<file path="src/sv/mer_pkg.sv">
// Shared types, widths and the control store of the midpoint ellipse rasterizer.
// Used by mer_datapath and midpoint_ellipse_rasterizer; depends on nothing else.
package mer_pkg;

  localparam int COORD_BITS  = 10;
  localparam int RADIUS_BITS = 9;

  localparam int OFFX_W = COORD_BITS;          // offset x, never negative
  localparam int OFFY_W = RADIUS_BITS + 2;     // offset y, signed, drops to -1
  localparam int OUT_W  = 12;                  // wrapped output coordinate
  localparam int R2_W   = 2 * RADIUS_BITS;     // squared radius
  localparam int D_W    = 48;                  // decision value, scaled by four
  localparam int P_W    = 48;                  // product register
  localparam int MUL_A_W = 30;
  localparam int MUL_B_W = 19;
  localparam int SH_W   = 2;

  localparam int IN_DATA_W  = 40;
  localparam int OUT_DATA_W = 4 * OUT_W;

  // control store addresses
  localparam int UA_W = 5;
  localparam logic [UA_W-1:0] UA_START   = UA_W'(0);
  localparam logic [UA_W-1:0] UA_R1      = UA_W'(5);
  localparam logic [UA_W-1:0] UA_R1_CMP  = UA_W'(10);
  localparam logic [UA_W-1:0] UA_R2      = UA_W'(17);
  localparam logic [UA_W-1:0] UA_FIN     = UA_W'(22);

  typedef enum logic [3:0] {
    MUL_NONE,
    MUL_RX_RX,
    MUL_RY_RY,
    MUL_RX2_RY,
    MUL_RY2_X,
    MUL_RX2_Y,
    MUL_RY2_TX,
    MUL_P_TX,
    MUL_RX2_TY,
    MUL_P_TY,
    MUL_RX2_RY2
  } mer_mul_t;

  typedef enum logic [1:0] {
    ACC_NONE,
    ACC_CLR,
    ACC_ADD,
    ACC_SUB
  } mer_acc_t;

  typedef enum logic [1:0] {
    SRC_P,
    SRC_RX2,
    SRC_RY2
  } mer_src_t;

  typedef enum logic [1:0] {
    XY_NONE,
    XY_R1,
    XY_R2,
    XY_ENTER
  } mer_xy_t;

  typedef enum logic [1:0] {
    JMP_NONE,
    JMP_BR,
    JMP_NO_ENTER
  } mer_jmp_t;

  typedef struct packed {
    mer_mul_t        mul;
    mer_acc_t        acc;
    mer_src_t        src;
    logic [SH_W-1:0] sh;
    logic            ld_rx2;
    logic            ld_ry2;
    logic            ld_q;
    mer_xy_t         xy;
    mer_jmp_t        jmp;
    logic [UA_W-1:0] target;
    logic            done;
  } mer_cw_t;

  // datapath status seen by the sequencer
  typedef struct packed {
    logic r2;      // walk is in region two
    logic br;      // branch flag latched by the last x/y step
    logic enter;   // region two entry condition holds
    logic y_neg;   // offset y below zero
  } mer_stat_t;

  localparam mer_cw_t CW_NOP = '{
    mul: MUL_NONE, acc: ACC_NONE, src: SRC_P, sh: '0,
    ld_rx2: 1'b0, ld_ry2: 1'b0, ld_q: 1'b0,
    xy: XY_NONE, jmp: JMP_NONE, target: '0, done: 1'b0
  };

  // Control store. Start: squares and initial decision. Region one: step,
  // update, test for region two and rebuild the decision there. Region two:
  // step and update. The final word hands the result over.
  function automatic mer_cw_t mer_ucode(input logic [UA_W-1:0] addr);
    mer_cw_t cw;
    cw = CW_NOP;
    case (addr)
      UA_W'(0):  cw.mul = MUL_RX_RX;
      UA_W'(1):  begin cw.ld_rx2 = 1'b1; cw.mul = MUL_RY_RY; end
      UA_W'(2):  begin
        cw.ld_ry2 = 1'b1; cw.mul = MUL_RX2_RY;
        cw.acc = ACC_ADD; cw.src = SRC_RX2; cw.sh = SH_W'(0);
      end
      UA_W'(3):  begin cw.acc = ACC_SUB; cw.src = SRC_P; cw.sh = SH_W'(2); end
      UA_W'(4):  begin
        cw.acc = ACC_ADD; cw.src = SRC_RY2; cw.sh = SH_W'(2); cw.done = 1'b1;
      end
      // region one
      UA_W'(5):  cw.xy = XY_R1;
      UA_W'(6):  cw.mul = MUL_RY2_X;
      UA_W'(7):  begin
        cw.mul = MUL_RX2_Y; cw.ld_q = 1'b1;
        cw.acc = ACC_ADD; cw.src = SRC_P; cw.sh = SH_W'(3);
      end
      UA_W'(8):  begin
        cw.acc = ACC_ADD; cw.src = SRC_RY2; cw.sh = SH_W'(2);
        cw.jmp = JMP_BR; cw.target = UA_R1_CMP;
      end
      UA_W'(9):  begin cw.acc = ACC_SUB; cw.src = SRC_P; cw.sh = SH_W'(3); end
      UA_W'(10): begin cw.jmp = JMP_NO_ENTER; cw.target = UA_FIN; end
      UA_W'(11): begin cw.xy = XY_ENTER; cw.acc = ACC_CLR; cw.mul = MUL_RY2_TX; end
      UA_W'(12): cw.mul = MUL_P_TX;
      UA_W'(13): begin
        cw.acc = ACC_ADD; cw.src = SRC_P; cw.sh = SH_W'(0); cw.mul = MUL_RX2_TY;
      end
      UA_W'(14): cw.mul = MUL_P_TY;
      UA_W'(15): begin
        cw.acc = ACC_ADD; cw.src = SRC_P; cw.sh = SH_W'(2); cw.mul = MUL_RX2_RY2;
      end
      UA_W'(16): begin
        cw.acc = ACC_SUB; cw.src = SRC_P; cw.sh = SH_W'(2); cw.done = 1'b1;
      end
      // region two
      UA_W'(17): cw.xy = XY_R2;
      UA_W'(18): cw.mul = MUL_RX2_Y;
      UA_W'(19): begin
        cw.acc = ACC_SUB; cw.src = SRC_P; cw.sh = SH_W'(3); cw.mul = MUL_RY2_X;
      end
      UA_W'(20): begin
        cw.acc = ACC_ADD; cw.src = SRC_RX2; cw.sh = SH_W'(2);
        cw.jmp = JMP_BR; cw.target = UA_FIN;
      end
      UA_W'(21): begin cw.acc = ACC_ADD; cw.src = SRC_P; cw.sh = SH_W'(3); end
      default:   cw.done = 1'b1;
    endcase
    return cw;
  endfunction

endpackage

</file>
<file path="src/sv/mer_datapath.sv">
// Datapath of the ellipse rasterizer: radii, offsets, decision, one multiplier.
// Driven word by word from the control store; depends on mer_pkg.
module mer_datapath import mer_pkg::*; (
  input  logic                     clk,
  input  logic                     rst_n,
  input  logic                     ld_start,
  input  logic [RADIUS_BITS-1:0]   radius_x,
  input  logic [RADIUS_BITS-1:0]   radius_y,
  input  logic                     step_en,
  input  mer_cw_t                  cw,
  output logic [OFFX_W-1:0]        off_x,
  output logic signed [OFFY_W-1:0] off_y,
  output mer_stat_t                stat
);

  logic [RADIUS_BITS-1:0]   rx_r, ry_r;
  logic [R2_W-1:0]          rx2_r, ry2_r;
  logic [OFFX_W-1:0]        x_r, x_nxt;
  logic signed [OFFY_W-1:0] y_r, y_nxt;
  logic signed [D_W-1:0]    d_r, d_nxt;
  logic signed [P_W-1:0]    p_r, q_r;
  logic                     br_r, br_nxt;
  logic                     r2_r, r2_nxt;

  logic signed [MUL_A_W-1:0]         mul_a;
  logic signed [MUL_B_W-1:0]         mul_b;
  logic signed [MUL_A_W+MUL_B_W-1:0] prod;
  logic signed [D_W-1:0]             src_val, src_sh;
  logic signed [OFFY_W-1:0]          ty;
  logic [OFFX_W+1:0]                 tx;
  logic                              d_neg, d_zero;

  assign tx     = {1'b0, x_r, 1'b1};
  assign ty     = y_r - OFFY_W'(1);
  assign d_neg  = d_r[D_W-1];
  assign d_zero = (d_r == '0);

  // operand select
  always_comb begin
    mul_a = '0;
    mul_b = '0;
    unique case (cw.mul)
      MUL_NONE:    ;
      MUL_RX_RX:   begin
        mul_a = MUL_A_W'(rx_r); mul_b = MUL_B_W'(rx_r);
      end
      MUL_RY_RY:   begin
        mul_a = MUL_A_W'(ry_r); mul_b = MUL_B_W'(ry_r);
      end
      MUL_RX2_RY:  begin
        mul_a = MUL_A_W'(rx2_r); mul_b = MUL_B_W'(ry_r);
      end
      MUL_RY2_X:   begin
        mul_a = MUL_A_W'(ry2_r); mul_b = MUL_B_W'(x_r);
      end
      MUL_RX2_Y:   begin
        mul_a = MUL_A_W'(rx2_r);
        mul_b = {{(MUL_B_W-OFFY_W){y_r[OFFY_W-1]}}, y_r};
      end
      MUL_RY2_TX:  begin
        mul_a = MUL_A_W'(ry2_r); mul_b = MUL_B_W'(tx);
      end
      MUL_P_TX:    begin
        mul_a = p_r[MUL_A_W-1:0]; mul_b = MUL_B_W'(tx);
      end
      MUL_RX2_TY:  begin
        mul_a = MUL_A_W'(rx2_r);
        mul_b = {{(MUL_B_W-OFFY_W){ty[OFFY_W-1]}}, ty};
      end
      MUL_P_TY:    begin
        mul_a = p_r[MUL_A_W-1:0];
        mul_b = {{(MUL_B_W-OFFY_W){ty[OFFY_W-1]}}, ty};
      end
      MUL_RX2_RY2: begin
        mul_a = MUL_A_W'(rx2_r); mul_b = MUL_B_W'(ry2_r);
      end
      default:     ;
    endcase
  end

  assign prod = mul_a * mul_b;

  always_comb begin
    case (cw.src)
      SRC_RX2: src_val = {{(D_W-R2_W){1'b0}}, rx2_r};
      SRC_RY2: src_val = {{(D_W-R2_W){1'b0}}, ry2_r};
      default: src_val = p_r;
    endcase
    src_sh = src_val <<< cw.sh;
  end

  always_comb begin
    d_nxt = d_r;
    unique case (cw.acc)
      ACC_NONE: ;
      ACC_CLR:  d_nxt = '0;
      ACC_ADD:  d_nxt = d_r + src_sh;
      ACC_SUB:  d_nxt = d_r - src_sh;
      default:  ;
    endcase
  end

  // offset step; latch the branch taken for the update words that follow
  always_comb begin
    x_nxt  = x_r;
    y_nxt  = y_r;
    br_nxt = br_r;
    r2_nxt = r2_r;
    unique case (cw.xy)
      XY_NONE:  ;
      XY_R1:    begin
        x_nxt  = x_r + OFFX_W'(1);
        br_nxt = d_neg;
        if (!d_neg) y_nxt = y_r - OFFY_W'(1);
      end
      XY_R2:    begin
        y_nxt  = y_r - OFFY_W'(1);
        br_nxt = !d_neg && !d_zero;
        if (d_neg || d_zero) x_nxt = x_r + OFFX_W'(1);
      end
      XY_ENTER: r2_nxt = 1'b1;
      default:  ;
    endcase
  end

  always_ff @(posedge clk) begin
    if (!rst_n) begin
      r2_r <= 1'b0;
    end else if (ld_start) begin
      r2_r <= 1'b0;
    end else if (step_en) begin
      r2_r <= r2_nxt;
    end
  end

  always_ff @(posedge clk) begin
    if (ld_start) begin
      rx_r <= radius_x;
      ry_r <= radius_y;
      x_r  <= '0;
      y_r  <= {2'b00, radius_y};
      d_r  <= '0;
    end else if (step_en) begin
      x_r  <= x_nxt;
      y_r  <= y_nxt;
      d_r  <= d_nxt;
      br_r <= br_nxt;
      if (cw.mul != MUL_NONE) p_r <= prod[P_W-1:0];
      if (cw.ld_q) q_r <= p_r;
      if (cw.ld_rx2) rx2_r <= p_r[R2_W-1:0];
      if (cw.ld_ry2) ry2_r <= p_r[R2_W-1:0];
    end
  end

  assign off_x      = x_r;
  assign off_y      = y_r;
  assign stat.r2    = r2_r;
  assign stat.br    = br_r;
  assign stat.enter = !y_r[OFFY_W-1] && (q_r > p_r);
  assign stat.y_neg = y_r[OFFY_W-1];

endmodule

</file>
<file path="config.mk">
export PLATFORM = sky130hd
export DESIGN_NAME = mer_datapath
export DESIGN_NICKNAME = d
export VERILOG_FILES = /design/src/sv/mer_pkg.sv /design/src/sv/mer_datapath.sv
export SDC_FILE = /design/constraint.sdc
export NUM_CORES = 2
export LEC_CHECK = 0
export BUFFER_PORTS_ARGS = -buffer_cell sky130_fd_sc_hd__buf_2
export CORE_ASPECT_RATIO = 1.5
export CORE_MARGIN = 2
export CORE_UTILIZATION = 34
export CTS_CLUSTER_DIAMETER = 60
export DETAILED_ROUTE_END_ITERATION = 8
export MAX_ROUTING_LAYER = met4
export PLACE_DENSITY = 0.49
export RECOVER_POWER = 50
export SYNTH_ARGS = -nofsm -noshare
export SYNTH_HDL_FRONTEND = slang
export SYNTH_SLANG_ARGS = --single-unit
</file>
<file path="constraint.sdc">
create_clock -name clk -period 24.3 [get_ports clk]
set_input_delay 4.86 -clock clk [delete_from_list [all_inputs] [get_ports clk]]
set_output_delay 4.86 -clock clk [all_outputs]
set_load 0.02 [all_outputs]
</file>
==> results_dict.tcl <==
set metrics [dict create \
    fp.dieH_um 394.0 \
    cts_setup_buffers 0 \
    reg2reg_depth 32 \
    maxCapViolations 3 \
    fill_cells 10490 \
    violations "capacitance limit, slew limit" \
    netlist_area_um2 34470 \
    area_growth_pct 7.099 \
    crit_type "in -> reg" \
    ys_async_sr_fraction_pct 0 \
    cp_common_cell "fa_1" \
    drtIter0Drc 1653 \
    max_stage_delay_ns 0.86 \
    grt_start_max_net_pins 67 \
    synth.ff_latch_count 221 \
    clockBufferDepth 3 \
    synth_top_area_share_pct 32.00 \
    placedCellCount 5049 \
    synth_area_leaders "fa_1 (32%), edfxtp_1 (14%), ha_1 (8.6%), inv_1 (7.3%), nand2_1 (5.2%)" \
    dieArea_um2 104000 \
    leakagePower_nw 17.15 \
    antenna_cells 0 \
    crit_cells 32 \
    ys_seq_area_share_pct 17.48 \
    clkTransAtPathRegs_ns 0.07 \
    first_pass_iters 6 \
    vias 26460 \
    post_cts_resized 0 \
    slew_viol_final 130 \
    cts_hold_buf 0 \
    layout_setup_ws_ns 10.11 \
    cts_buffers 25 \
    setup_viol 0 \
    finalSetupTns_ns 0 \
    min_path_type "reg -> reg" \
    grt_pass1_wl_um 166100 \
    synth-main-ff-cell "edfxtp_1" \
    worst_slew_pin_slew_ns 2.740 \
    crit_arrival_ns 14.48 \
    crit_fanout 51 \
    ff2ff_setup_slack_ns 13.86 \
    yosys.area.top_type "fa_1" \
    core_um2 100900 \
    drive_gt1_share_pct 5.409 \
    cp-start-kind "primary input" \
    drc 0 \
    die_width_um 264.0 \
    synth_edf_count 160 \
    hp-start "d_r[14]" \
    pre_cts_ws_ns 9.521 \
    synth_nets 4644 \
    min_period_ns 14.19 \
    met2_usage_pct 40.10 \
    clock-root-buffer "clkbuf_16" \
    grt.busiest_layer "met2" \
    required_ns 24.59 \
    grt_pass1_vias 28300 \
    gp_congestion 0.9156 \
    io_buffers 61 \
    hpwl_um 88760 \
    cts_htree_levels 1 \
    pin_count 70 \
    start_util_pct 34.16 \
    holdPathStages 2 \
    grt.overflow.total 0 \
    rsz0062_at_grt "false" \
    status "complete, but fails checks" \
    cts_tree "done" \
    slew_headroom_pct -82.69 \
    met1_usage_pct 23.13 \
    p_per_area_nw_per_um2 43.95 \
    fin_cells 5095 \
    clk_latency_ns 0.56 \
    cp_top_family "adder cells" \
    viasPerCell 5.193 \
    skew_ns 0.01255 \
    critPathCaptureType "flop" \
    r2r_start "off_y[0]" \
    path_buf_inv 8 \
    ant_nets 0 \
    antenna_found_initial 0 \
    grtUsageTotal_pct 21.39 \
    syn_inst 3812 \
    nets 4603 \
    ys_warn_count 0 \
    vdd_drop_max_v 0.00005139 \
    cp-startpoint "cw[22]" \
    crit_slowest_cell "nor2_1" \
    cts_sinks 221 \
    routed_wirelength_um 107500 \
    finalCritPeriodShare_pct 58.39 \
    avgSynthCellArea_um2 9.044 \
    max_clock_freq_mhz 70.48 \
    wl_per_cell_um 21.11 \
    ys_types 99 \
    hold_viol_final 0 \
    use_met3_pct 1.043 \
    row_count 143 \
]
[final timing paths]
kind / endpoint
setup / recovery: p_r[46]
hold / removal: d_r[14]
setup reg to reg: p_r[47]
hold reg to reg: d_r[14]
[cell type report]
| type | instances | area [µm²] | share of cell area (%) |
|---|---|---|---|
| Clock buffer | 26 | 629.4 | 1.705 |
| Clock inverter | 20 | 277.8 | 0.7523 |
| Inverter | 677 | 2541 | 6.883 |
| Multi-Input combinational cell | 2740 | 25220 | 68.32 |
| Sequential cell | 221 | 6026 | 16.32 |
| Tap cell | 1305 | 1633 | 4.422 |
| Timing Repair Buffer | 106 | 590.6 | 1.600 |
[worst register-to-register path, delay by kind of cell, from the launching register on]
| kind | cells | cell delay [ns] |
|---|---|---|
| and+or+nand+nor | 6 | 1.82 |
| adders and majority gates | 9 | 4.22 |
| DFF | 1 | 0.51 |
| xor gates and xnor gates | 1 | 0.27 |
| AOI/OAI and AO/OA | 9 | 2.05 |
| buffers and inverters | 7 | 1.37 |
[stage by stage]
| step | total power [mW] | hold WS [ns] | util (%) | area (µm²) |
|---|---|---|---|---|
| after floorplan | 0.9930 | 0.4264 | - | 34470 |
| after global placement | 1.201 | 0.4637 | 35.74 | 36070 |
| after detailed placement | 1.205 | 0.4695 | 35.74 | 36070 |
| after CTS | 1.642 | 0.4786 | 36.64 | 36970 |
| after global routing | 1.736 | 0.5049 | 36.59 | 36920 |
| final | 1.623 | 0.4817 | 36.59 | 36920 |
[cell usage after synthesis (42+ instances only)]
library cell	count
inv_1	674
fa_1	551
nand2_1	474
nor2_1	364
ha_1	236
edfxtp_1	160
a21oi_1	150
clkbuf_1	142
o21ai_0	124
xnor2_1	96
a21o_1	68
dfxtp_1	61
nand3_1	57
xor2_1	46
a22oi_1	42
[logic make-up after synthesis]
kind of cell	synth area share, %
DFF	17.48
xor gates and xnor gates	3.608
and+or+nand+nor	14.93
adders and majority gates	40.56
muxes	2.319
AOI/OAI and AO/OA	11.46
buffers and inverters	9.636
[cell usage in the layout (no fill, tap or decap), types with 42 or more instances in the layout]
cell / instances
inv_1: 674
fa_1: 551
nand2_1: 474
nor2_1: 363
ha_1: 235
edfxtp_1: 160
a21oi_1: 144
o21ai_0: 122
xnor2_1: 96
a21o_1: 68
dfxtp_1: 61
nand3_1: 57
xor2_1: 46
a22oi_1: 42
buf_4: 42
[registers in the layout, indices dropped and copies added, names as in the netlist]
signal  flops
br_r        1
d_r        48
off_x      10
off_y      11
p_r        48
q_r        48
r2_r        1
rx2_r      18
rx_r        9
ry2_r      18
ry_r        9
[per-layer routing]
metal / vias to the layer above / share of wire, %
li1: 12200 / -
met1: 13560 / 38
met2: 506 / 55
met3: 187 / 2.4
met4: 0 / 5.2
met5: - / 0
[where the power goes]
| part | internal, mW | switching, mW | leakage [nW] |
|---|---|---|---|
| logic | 0.264 | 0.441 | 14.7 |
| clock network | 0.247 | 0.181 | 0.428 |
| registers | 0.451 | 0.0393 | 2.01 |
| total | 0.962 | 0.661 | 17.1 |
(Power assumes the default switching activity.)
